File: config.mk
export PLATFORM = sky130hd
export DESIGN_NAME = gregorian_date_add_days
export DESIGN_NICKNAME = d
export VERILOG_FILES = /design/src/hw/rtl/gdad_pkg.sv /design/src/hw/rtl/gregorian_date_add_days.sv /design/src/hw/rtl/gdad_pipe_ctl.sv /design/src/hw/rtl/gdad_to_serial.sv /design/src/hw/rtl/gdad_from_serial.sv
export SDC_FILE = /design/constraint.sdc
export NUM_CORES = 2
export LEC_CHECK = 0
export ABC_AREA = 0
export BUFFER_PORTS_ARGS = -buffer_cell sky130_fd_sc_hd__buf_4
export CELL_PAD_IN_SITES_DETAIL_PLACEMENT = 0
export CELL_PAD_IN_SITES_GLOBAL_PLACEMENT = 1
export CORE_AREA = 2 2 366 368
export CTS_BUF_LIST = sky130_fd_sc_hd__clkbuf_16
export CTS_CLUSTER_DIAMETER = 100
export CTS_CLUSTER_SIZE = 10
export DETAILED_ROUTE_END_ITERATION = 7
export DIE_AREA = 0 0 368 370
export PLACE_DENSITY = 0.68
export SLEW_MARGIN = 0
export SYNTH_ARGS = -nofsm -noshare
export SYNTH_HDL_FRONTEND = slang
export SYNTH_HIERARCHICAL = 1
export SYNTH_SLANG_ARGS = --single-unit
File: constraint.sdc
create_clock -name clock -period 14.75 [get_ports clock]
set_input_delay 2.2125 -clock clock [delete_from_list [all_inputs] [get_ports clock]]
set_output_delay 2.2125 -clock clock [all_outputs]
set_load 0.05 [all_outputs]
File: src/hw/rtl/gdad_pkg.sv
package gdad_pkg;

   localparam int YEAR_W     = 14;
   localparam int MONTH_W    = 4;
   localparam int DAY_W      = 5;
   localparam int ADD_W      = 16;
   localparam int SERIAL_W   = 23;
   localparam int CENT_W     = 8;
   localparam int ERA_W      = 6;
   localparam int DOE_W      = 18;
   localparam int Q1460_W    = 7;
   localparam int YOE_W      = 9;
   localparam int DOY_W      = 9;
   localparam int MP_W       = 4;
   localparam int YEAR_EXT_W = 15;

   localparam int REQ_DATA_W = 40;
   localparam int RSP_DATA_W = 24;

   // pipeline stage numbering
   localparam int NSTAGES   = 10;
   localparam int ST_IN     = 0;
   localparam int ST_CLAMP  = 1;
   localparam int ST_SERIAL = 2;
   localparam int ST_ERA    = 3;
   localparam int ST_DOE    = 4;
   localparam int ST_Q1460  = 5;
   localparam int ST_YOE    = 6;
   localparam int ST_DOY    = 7;
   localparam int ST_MP     = 8;
   localparam int ST_OUT    = 9;

   // reciprocal constants for division by constants
   localparam logic [12:0]         DIV100_MUL  = 13'd5243;    // shift 19
   localparam logic [22:0]         DIV_ERA_MUL = 23'd7525902; // shift 40
   localparam logic [17:0]         DIV1460_MUL = 18'd183860;  // shift 28
   localparam logic [17:0]         DIV365_MUL  = 18'd183860;  // shift 26
   localparam logic [12:0]         DIV153_MUL  = 13'd6854;    // shift 20

   localparam logic [SERIAL_W-1:0] DAYS_PER_YEAR = 23'd365;
   localparam logic [DOE_W-1:0]    ERA_DAYS      = 18'd146097;
   localparam logic [DOE_W-1:0]    CENT_DAYS_1   = 18'd36524;
   localparam logic [DOE_W-1:0]    CENT_DAYS_2   = 18'd73048;
   localparam logic [DOE_W-1:0]    CENT_DAYS_3   = 18'd109572;
   localparam logic [DOE_W-1:0]    ERA_LAST_DAY  = 18'd146096;
   localparam logic [SERIAL_W-1:0] SERIAL_LIMIT  = 23'd3652424;
   localparam logic [SERIAL_W-1:0] MARCH_BIAS    = 23'd146037;
   localparam logic [YEAR_EXT_W-1:0] ERA_YEARS   = 15'd400;

   localparam logic [MONTH_W-1:0]  MONTH_JAN = 4'd1;
   localparam logic [MONTH_W-1:0]  MONTH_FEB = 4'd2;
   localparam logic [MONTH_W-1:0]  MONTH_DEC = 4'd12;
   localparam logic [MP_W-1:0]     MP_JAN    = 4'd10;
   localparam logic [YEAR_W-1:0]   MAX_YEAR  = 14'd9999;
   localparam logic [DAY_W-1:0]    MAX_DAY   = 5'd31;

   typedef struct packed {
      logic [NSTAGES-1:0] load;
      logic [NSTAGES-1:0] valid;
   } pipe_ctl_type;

   // days before the first of a month in a common year
   function automatic logic [8:0] month_start(input logic [MONTH_W-1:0] month);
      case (month)
         4'd1:    month_start = 9'd0;
         4'd2:    month_start = 9'd31;
         4'd3:    month_start = 9'd59;
         4'd4:    month_start = 9'd90;
         4'd5:    month_start = 9'd120;
         4'd6:    month_start = 9'd151;
         4'd7:    month_start = 9'd181;
         4'd8:    month_start = 9'd212;
         4'd9:    month_start = 9'd243;
         4'd10:   month_start = 9'd273;
         4'd11:   month_start = 9'd304;
         4'd12:   month_start = 9'd334;
         default: month_start = 9'd0;
      endcase
   endfunction

   // days before the first of a month in a year that starts in march
   function automatic logic [8:0] march_start(input logic [MP_W-1:0] mp);
      case (mp)
         4'd0:    march_start = 9'd0;
         4'd1:    march_start = 9'd31;
         4'd2:    march_start = 9'd61;
         4'd3:    march_start = 9'd92;
         4'd4:    march_start = 9'd122;
         4'd5:    march_start = 9'd153;
         4'd6:    march_start = 9'd184;
         4'd7:    march_start = 9'd214;
         4'd8:    march_start = 9'd245;
         4'd9:    march_start = 9'd275;
         4'd10:   march_start = 9'd306;
         4'd11:   march_start = 9'd337;
         default: march_start = 9'd0;
      endcase
   endfunction

endpackage

File: src/hw/rtl/gregorian_date_add_days.sv
// Adds a day count of 0 to 65535 to a proleptic Gregorian date and returns the
// resulting date. A month of zero reads as January, one above twelve as
// December, a day of zero as day 1, and a day past the end of its month rolls
// on into the next. A result past 9999-12-31 comes back as 9999-12-31 with the
// overflow flag in rsp_tuser set. The block takes one beat per cycle while
// the output is not stalled, and each result is presented in the output
// register after it has passed the ten register stages of the pipeline: the
// request register, the month and day clamp, the serial day sum and seven
// steps of the serial day to date conversion. A stalled output holds its beat
// while empty stages further up keep filling.
module gregorian_date_add_days (
   input  logic                              clock,
   input  logic                              reset,
   input  logic                              req_tvalid,
   output logic                              req_tready,
   // start_year, start_month, start_day, add_days, zero pad
   input  logic [gdad_pkg::REQ_DATA_W-1:0]   req_tdata,
   output logic                              rsp_tvalid,
   input  logic                              rsp_tready,
   // end_year, end_month, end_day, zero pad
   output logic [gdad_pkg::RSP_DATA_W-1:0]   rsp_tdata,
   // overflow
   output logic                              rsp_tuser
);
   import gdad_pkg::*;

   pipe_ctl_type        ctl;
   logic [YEAR_W-1:0]   year_ff;
   logic [MONTH_W-1:0]  month_ff;
   logic [DAY_W-1:0]    day_ff;
   logic [ADD_W-1:0]    add_ff;
   logic [SERIAL_W-1:0] serial;
   logic                serial_overflow;
   logic [YEAR_W-1:0]   end_year;
   logic [MONTH_W-1:0]  end_month;
   logic [DAY_W-1:0]    end_day;
   logic                end_overflow;

   gdad_pipe_ctl u_pipe_ctl (
      .clock     (clock),
      .reset     (reset),
      .in_valid  (req_tvalid),
      .out_ready (rsp_tready),
      .ctl       (ctl)
   );

   always_ff @(posedge clock) begin
      if (ctl.load[ST_IN]) begin
         year_ff  <= req_tdata[13:0];
         month_ff <= req_tdata[17:14];
         day_ff   <= req_tdata[22:18];
         add_ff   <= req_tdata[38:23];
      end
   end

   gdad_to_serial u_to_serial (
      .clock    (clock),
      .ctl      (ctl),
      .in_year  (year_ff),
      .in_month (month_ff),
      .in_day   (day_ff),
      .in_add   (add_ff),
      .serial   (serial),
      .overflow (serial_overflow)
   );

   gdad_from_serial u_from_serial (
      .clock        (clock),
      .ctl          (ctl),
      .serial       (serial),
      .overflow     (serial_overflow),
      .end_year     (end_year),
      .end_month    (end_month),
      .end_day      (end_day),
      .end_overflow (end_overflow)
   );

   assign req_tready = ctl.load[ST_IN];
   assign rsp_tvalid = ctl.valid[ST_OUT];
   assign rsp_tdata  = {1'b0, end_day, end_month, end_year};
   assign rsp_tuser  = end_overflow;

endmodule

File: src/hw/rtl/gdad_pipe_ctl.sv
module gdad_pipe_ctl (
   input  logic                   clock,
   input  logic                   reset,
   input  logic                   in_valid,
   input  logic                   out_ready,
   output gdad_pkg::pipe_ctl_type ctl
);
   import gdad_pkg::*;

   logic [NSTAGES-1:0] valid_ff;
   logic [NSTAGES-1:0] valid_in;
   logic [NSTAGES-1:0] load;

   // a stage loads when it is empty or its successor loads
   always_comb begin
      load[NSTAGES-1] = !valid_ff[NSTAGES-1] || out_ready;
      for (int i = NSTAGES - 2; i >= 0; i--) begin
         load[i] = !valid_ff[i] || load[i+1];
      end
   end

   always_comb begin
      valid_in[0] = load[0] ? in_valid : valid_ff[0];
      for (int i = 1; i < NSTAGES; i++) begin
         valid_in[i] = load[i] ? valid_ff[i-1] : valid_ff[i];
      end
   end

   always_ff @(posedge clock) begin
      if (reset) begin
         valid_ff <= '0;
      end else begin
         valid_ff <= valid_in;
      end
   end

   assign ctl = '{load: load, valid: valid_ff};

endmodule

File: src/hw/rtl/gdad_to_serial.sv
module gdad_to_serial (
   input  logic                            clock,
   input  gdad_pkg::pipe_ctl_type          ctl,
   input  logic [gdad_pkg::YEAR_W-1:0]     in_year,
   input  logic [gdad_pkg::MONTH_W-1:0]    in_month,
   input  logic [gdad_pkg::DAY_W-1:0]      in_day,
   input  logic [gdad_pkg::ADD_W-1:0]      in_add,
   output logic [gdad_pkg::SERIAL_W-1:0]   serial,
   output logic                            overflow
);
   import gdad_pkg::*;

   // clamp stage
   logic [26:0]         prod100;
   logic [CENT_W-1:0]   cent_in;
   logic [MONTH_W-1:0]  month_in;
   logic [DAY_W-1:0]    day_in;
   logic [YEAR_W-1:0]   year_ff;
   logic [MONTH_W-1:0]  month_ff;
   logic [DAY_W-1:0]    day_ff;
   logic [ADD_W-1:0]    add_ff;
   logic [CENT_W-1:0]   cent_ff;

   // serial stage
   logic [YEAR_W-1:0]   cent_x100;
   logic                rem_nz;
   logic                leap;
   logic [CENT_W-1:0]   cent_up;
   logic [YEAR_W:0]     quad_sum;
   logic [CENT_W:0]     c400_sum;
   logic [SERIAL_W-1:0] serial_in;
   logic                overflow_in;
   logic [SERIAL_W-1:0] serial_ff;
   logic                overflow_ff;

   assign prod100 = {13'd0, in_year} * {14'd0, DIV100_MUL};
   assign cent_in = prod100[26:19];

   always_comb begin
      if (in_month < MONTH_JAN) begin
         month_in = MONTH_JAN;
      end else if (in_month > MONTH_DEC) begin
         month_in = MONTH_DEC;
      end else begin
         month_in = in_month;
      end
      day_in = (in_day == '0) ? DAY_W'(1) : in_day;
   end

   always_ff @(posedge clock) begin
      if (ctl.load[ST_CLAMP]) begin
         year_ff  <= in_year;
         month_ff <= month_in;
         day_ff   <= day_in;
         add_ff   <= in_add;
         cent_ff  <= cent_in;
      end
   end

   // leap test and days before the start of the year
   assign cent_x100 = {6'd0, cent_ff} * 14'd100;
   assign rem_nz    = (year_ff != cent_x100);
   assign leap      = (year_ff[1:0] == 2'b00) && (rem_nz || (cent_ff[1:0] == 2'b00));
   assign cent_up   = cent_ff + {{(CENT_W-1){1'b0}}, rem_nz};
   assign quad_sum  = {1'b0, year_ff} + 15'd3;
   assign c400_sum  = {1'b0, cent_up} + 9'd3;

   always_comb begin
      serial_in = SERIAL_W'(year_ff) * DAYS_PER_YEAR
                + SERIAL_W'(quad_sum[YEAR_W:2])
                - SERIAL_W'(cent_up)
                + SERIAL_W'(c400_sum[CENT_W:2])
                + SERIAL_W'(month_start(month_ff))
                + SERIAL_W'(leap && (month_ff > MONTH_FEB))
                + SERIAL_W'(day_ff) - SERIAL_W'(1)
                + SERIAL_W'(add_ff);
      overflow_in = (serial_in > SERIAL_LIMIT);
   end

   always_ff @(posedge clock) begin
      if (ctl.load[ST_SERIAL]) begin
         serial_ff   <= serial_in;
         overflow_ff <= overflow_in;
      end
   end

   assign serial   = serial_ff;
   assign overflow = overflow_ff;

endmodule

File: src/hw/rtl/gdad_from_serial.sv
module gdad_from_serial (
   input  logic                           clock,
   input  gdad_pkg::pipe_ctl_type         ctl,
   input  logic [gdad_pkg::SERIAL_W-1:0]  serial,
   input  logic                           overflow,
   output logic [gdad_pkg::YEAR_W-1:0]    end_year,
   output logic [gdad_pkg::MONTH_W-1:0]   end_month,
   output logic [gdad_pkg::DAY_W-1:0]     end_day,
   output logic                           end_overflow
);
   import gdad_pkg::*;

   // era stage
   logic [SERIAL_W-1:0]   z_in;
   logic [2*SERIAL_W-1:0] era_prod;
   logic [SERIAL_W-1:0]   z_ff;
   logic [ERA_W-1:0]      era3_ff;
   logic                  ovf3_ff;

   // day of era stage
   logic [SERIAL_W:0]     era_days;
   logic [SERIAL_W:0]     doe_full;
   logic [DOE_W-1:0]      doe4_ff;
   logic [ERA_W-1:0]      era4_ff;
   logic                  ovf4_ff;

   // four-year cycle stage
   logic [2*DOE_W-1:0]    p1460;
   logic [DOE_W-1:0]      doe5_ff;
   logic [Q1460_W-1:0]    q5_ff;
   logic [ERA_W-1:0]      era5_ff;
   logic                  ovf5_ff;

   // year of era stage
   logic [2:0]            cent_cnt;
   logic [DOE_W-1:0]      num;
   logic [2*DOE_W-1:0]    p365;
   logic [YOE_W-1:0]      yoe6_ff;
   logic [DOE_W-1:0]      doe6_ff;
   logic [ERA_W-1:0]      era6_ff;
   logic                  ovf6_ff;

   // day of year stage
   logic [1:0]            ycent;
   logic [DOE_W-1:0]      yoe_days;
   logic [DOE_W-1:0]      doy_full;
   logic [YEAR_EXT_W-1:0] year_in;
   logic [DOY_W-1:0]      doy7_ff;
   logic [YEAR_EXT_W-1:0] year7_ff;
   logic                  ovf7_ff;

   // month stage
   logic [10:0]           mnum;
   logic [23:0]           mp_prod;
   logic [MP_W-1:0]       mp8_ff;
   logic [DOY_W-1:0]      doy8_ff;
   logic [YEAR_EXT_W-1:0] year8_ff;
   logic                  ovf8_ff;

   // result stage
   logic [DOY_W-1:0]      day_full;
   logic [YEAR_EXT_W-1:0] year_full;
   logic [YEAR_W-1:0]     year_out_in;
   logic [MONTH_W-1:0]    month_out_in;
   logic [DAY_W-1:0]      day_out_in;
   logic [YEAR_W-1:0]     end_year_ff;
   logic [MONTH_W-1:0]    end_month_ff;
   logic [DAY_W-1:0]      end_day_ff;
   logic                  end_overflow_ff;

   // days counted from the first of march of year minus 400
   assign z_in     = serial + MARCH_BIAS;
   assign era_prod = {{SERIAL_W{1'b0}}, z_in} * {{SERIAL_W{1'b0}}, DIV_ERA_MUL};

   always_ff @(posedge clock) begin
      if (ctl.load[ST_ERA]) begin
         z_ff    <= z_in;
         era3_ff <= era_prod[45:40];
         ovf3_ff <= overflow;
      end
   end

   assign era_days = {18'd0, era3_ff} * {6'd0, ERA_DAYS};
   assign doe_full = {1'b0, z_ff} - era_days;

   always_ff @(posedge clock) begin
      if (ctl.load[ST_DOE]) begin
         doe4_ff <= doe_full[DOE_W-1:0];
         era4_ff <= era3_ff;
         ovf4_ff <= ovf3_ff;
      end
   end

   assign p1460 = {{DOE_W{1'b0}}, doe4_ff} * {{DOE_W{1'b0}}, DIV1460_MUL};

   always_ff @(posedge clock) begin
      if (ctl.load[ST_Q1460]) begin
         doe5_ff <= doe4_ff;
         q5_ff   <= p1460[34:28];
         era5_ff <= era4_ff;
         ovf5_ff <= ovf4_ff;
      end
   end

   always_comb begin
      cent_cnt = {2'b00, doe5_ff >= CENT_DAYS_1} + {2'b00, doe5_ff >= CENT_DAYS_2}
               + {2'b00, doe5_ff >= CENT_DAYS_3} + {2'b00, doe5_ff >= ERA_LAST_DAY};
      num      = doe5_ff - DOE_W'(q5_ff) + DOE_W'(cent_cnt)
               - DOE_W'(doe5_ff == ERA_LAST_DAY);
   end

   assign p365 = {{DOE_W{1'b0}}, num} * {{DOE_W{1'b0}}, DIV365_MUL};

   always_ff @(posedge clock) begin
      if (ctl.load[ST_YOE]) begin
         yoe6_ff <= p365[34:26];
         doe6_ff <= doe5_ff;
         era6_ff <= era5_ff;
         ovf6_ff <= ovf5_ff;
      end
   end

   always_comb begin
      ycent    = {1'b0, yoe6_ff >= 9'd100} + {1'b0, yoe6_ff >= 9'd200}
               + {1'b0, yoe6_ff >= 9'd300};
      yoe_days = DOE_W'(yoe6_ff) * DOE_W'(DAYS_PER_YEAR)
               + DOE_W'(yoe6_ff[YOE_W-1:2]) - DOE_W'(ycent);
      doy_full = doe6_ff - yoe_days;
      year_in  = YEAR_EXT_W'(era6_ff) * ERA_YEARS + YEAR_EXT_W'(yoe6_ff);
   end

   always_ff @(posedge clock) begin
      if (ctl.load[ST_DOY]) begin
         doy7_ff  <= doy_full[DOY_W-1:0];
         year7_ff <= year_in;
         ovf7_ff  <= ovf6_ff;
      end
   end

   assign mnum    = {2'b00, doy7_ff} * 11'd5 + 11'd2;
   assign mp_prod = {13'd0, mnum} * {11'd0, DIV153_MUL};

   always_ff @(posedge clock) begin
      if (ctl.load[ST_MP]) begin
         mp8_ff   <= mp_prod[23:20];
         doy8_ff  <= doy7_ff;
         year8_ff <= year7_ff;
         ovf8_ff  <= ovf7_ff;
      end
   end

   always_comb begin
      day_full  = doy8_ff - march_start(mp8_ff) + DOY_W'(1);
      year_full = year8_ff + YEAR_EXT_W'(mp8_ff >= MP_JAN) - ERA_YEARS;
      if (ovf8_ff) begin
         year_out_in  = MAX_YEAR;
         month_out_in = MONTH_DEC;
         day_out_in   = MAX_DAY;
      end else begin
         year_out_in  = year_full[YEAR_W-1:0];
         month_out_in = (mp8_ff < MP_JAN) ? (mp8_ff + 4'd3) : (mp8_ff - 4'd9);
         day_out_in   = day_full[DAY_W-1:0];
      end
   end

   always_ff @(posedge clock) begin
      if (ctl.load[ST_OUT]) begin
         end_year_ff     <= year_out_in;
         end_month_ff    <= month_out_in;
         end_day_ff      <= day_out_in;
         end_overflow_ff <= ovf8_ff;
      end
   end

   assign end_year     = end_year_ff;
   assign end_month    = end_month_ff;
   assign end_day      = end_day_ff;
   assign end_overflow = end_overflow_ff;

endmodule

==> flow_summary.toml <==
[outcome]
status = "completed"

[run]
cap_violations = 0

[cells_and_area]
layout-drive-gt1-share = 0.0475
num-nets-final = 5982
n_antenna_cell = 0
fillCellCount = 13100
fin_util = 0.378
areaGrowthSynthToFinish_pct = 9.10

[sta]
slew_headroom = 0.176
worst_pin_slew_ns = 1.23
post-route-period-util = 0.771
final.setup.tns_ns = 0
setup_viol = 0
clock.fmax_ghz = 0.0879
rsz0062_at_grt = "no"
fin_crit_ns = 11.38
skew_ns = 0.0509
hold_violations = 0
slew_violations = 0
holdWs_ns = 0.404

[clock_tree]
clkTransAtPathRegs_ns = 0.06
cts_resized = 0
clk_latency_ns = 0.60
cts_tree = "built"
clockBufferDepth = 3
cts_hold_buf = 0
clock-sinks = 304
htree_levels = 2
post_cts_buffers = 0
clockRootBuffer = "clkbuf_16"
numCtsBuffers = 40

[routing]
postRouteAntennaNets = 0
drt_iter0_markers = 990
first_pass_iters = 8
drc = 0
wl_mm = 91.7
viasPerCell = 4.51
vias = 27300
routedWlPerCell_um = 15.1

[critical_path]
endpoint_kind = "register"
slowest_delay_ns = 0.55
reg2reg_depth = 43
critical_path.endpoint = "u_from_serial/yoe6_ff[8]"
rr_endpoint = "u_from_serial/yoe6_ff[8]"
worst_ep_required_time_ns = 15.10
critPathMostFrequentCell = "fa_1"
reg2reg_setup_slack_ns = 3.37
critPathSlowestCell = "fa_1"
cp-startpoint = "u_from_serial/doe5_ff[8]"
critPathLaunchType = "register"
rr_startpoint = "u_from_serial/doe5_ff[8]"
path_delay_family = "adder cells"
path_class = "reg2reg"
critPathArrivalTime_ns = 11.73
worst-path-max-fanout = 5
critPathBufInv = 6
path_depth = 43

[synthesis]
synth_area_um2 = 45900
yosysWarnings = 6
synth_ff_type = "edfxtp_1"
syn-instance-count = 4144
synth-seq-area-share = 0.196
syn_nets = 5857
synth_edf_count = 289
synth_cell_types = 90
avgSynthCellArea_um2 = 11.1
synthArstFlopShare = 0
ys_ff_latch = 304

[floorplan]
start_util = 0.347
die_w_um = 368
dieArea_um2 = 136000
core-area_um2 = 132000
placementRows = 134
io_pins = 71
die_h_um = 370

[placement]
port_buffers = 68
hpwlAfterDp_mm = 80.5
gp_congestion = 0.838

[global_route]
grt-ovfl-total = 0
grt_pass1_vias = 29800
grt_max_degree = 48
track_usage = 0.141
antenna_found_initial = 0
grt_pass1_wl_mm = 155

[hold_path]
worstHoldPathType = "reg2reg"
## routing by layer
metal,up-vias,GRT usage,part of all wire
li1,13600,-,-
met1,13400,0.182,0.45
met2,287,0.255,0.51
met3,87,0.0156,0.027
met4,0,0.0276,0.019
met5,-,0,0
## state kept, by name (all words and copies together) (netlist names), 14 cells and up, named ones only
register and cells:
u_from_serial/z_ff 18, u_from_serial/doe4_ff 18, u_to_serial/serial 23, year_ff 14, u_from_serial/year7_ff 14, u_from_serial/year8_ff 14, u_to_serial/year_ff 14, add_ff 16
u_from_serial/end_year 14, u_to_serial/add_ff 16, u_from_serial/doe5_ff 18
## layout make-up
type	instances	area [um2]	area share
well taps	1768	2210	0.0442
inverters	1098	4120	0.0823
clock buffers	40	1000	0.0200
clock inverters	28	259	0.00517
repair buffers	104	781	0.0156
flip-flops and latches	304	8980	0.179
multi-input cells	2721	32700	0.653
## worst min-delay path by stage
stage / to / startpoint / slack (ns) / cells after the start
2_1_floorplan: u_from_serial/era5_ff[0] / u_from_serial/era4_ff[0] / 0.40 / 0
3_3_place_gp: u_to_serial/add_ff[12] / add_ff[12] / 0.40 / 0
3_5_place_dp: u_from_serial/ovf8_ff / u_from_serial/ovf7_ff / 0.40 / 0
4_1_cts: u_from_serial/era6_ff[2] / u_from_serial/era5_ff[2] / 0.39 / 0
5_1_grt: u_from_serial/ovf4_ff / u_from_serial/ovf3_ff / 0.41 / 0
6_report: u_from_serial/era6_ff[2] / u_from_serial/era5_ff[2] / 0.40 / 0
## Yosys cell counts, types with 19 or more instances
master / number / area share
inv_1: 1098 / 0.090
ha_1: 1010 / 0.28
fa_1: 659 / 0.29
edfxtp_1: 289 / 0.19
xnor2_1: 156 / 0.030
nor2_1: 121 / 0.0099
a21oi_1: 110 / 0.012
nand2_1: 85 / 0.0070
o21ai_0: 67 / 0.0073
xor2_1: 60 / 0.011
a21o_1: 41 / 0.0067
nor3_1: 41 / 0.0045
nand3_1: 36 / 0.0039
nand4_1: 25 / 0.0034
nand2b_1: 24 / 0.0033
nor2b_1: 21 / 0.0029
o21a_1: 20 / 0.0033
a211oi_1: 19 / 0.0031
o21bai_1: 19 / 0.0031
## layout by cell type, fill, tap and decap left out, types with 6 or more instances in the layout
| cell type | instances |
|---|---|
| a21o_1 | 41 |
| o31ai_1 | 8 |
| inv_1 | 1114 |
| ha_1 | 1010 |
| a31oi_1 | 15 |
| dfxtp_1 | 15 |
| nor2_1 | 121 |
| a21boi_0 | 6 |
| a211o_1 | 9 |
| edfxtp_1 | 289 |
| nand2_1 | 85 |
| o21a_1 | 20 |
| buf_4 | 104 |
| o21bai_1 | 19 |
| or3_1 | 12 |
| a21oi_1 | 110 |
| nand2b_1 | 24 |
| fa_1 | 659 |
| clkbuf_16 | 40 |
| mux2i_1 | 8 |
| o21ai_0 | 67 |
| or2_2 | 14 |
| nand4_1 | 25 |
| nand3_1 | 36 |
| and3_1 | 15 |
| xnor2_1 | 153 |
| nor2b_1 | 21 |
| a2111oi_0 | 6 |
| o211ai_1 | 14 |
| xor2_1 | 60 |
| nor3_1 | 41 |
| a211oi_1 | 19 |
## per-stage QoR
stage          instances  worst slack [ns]  area, um2
6_report            6063              3.37      50100
5_1_grt             6063              2.53      50100
4_1_cts             6063              3.36      50100
3_5_place_dp        5995              3.42      48800
3_3_place_gp        5995              3.43      48800
2_1_floorplan       4144              4.58      45900
## cell families after synthesis
group	share of synthesized area
fa+ha+maj	0.563
other cells	0.0000817
flops	0.196
mux	0.00297
compound gates	0.0577
xor+xnor	0.0417
buf+inv	0.0920
simple gates	0.0471
## worst reg2reg max path, delay by kind of cell, from the launching register on
| family | cells | cell delay, ns |
|---|---|---|
| fa+ha+maj | 13 | 5.37 |
| xor+xnor | 2 | 0.28 |
| compound gates | 18 | 4.04 |
| simple gates | 4 | 0.39 |
| buf+inv | 6 | 0.59 |
| flops | 1 | 0.47 |
Power is left out: the tool's default activity adds up to more than one toggle a clock period on the data nets, which glitch-free logic cannot reach.
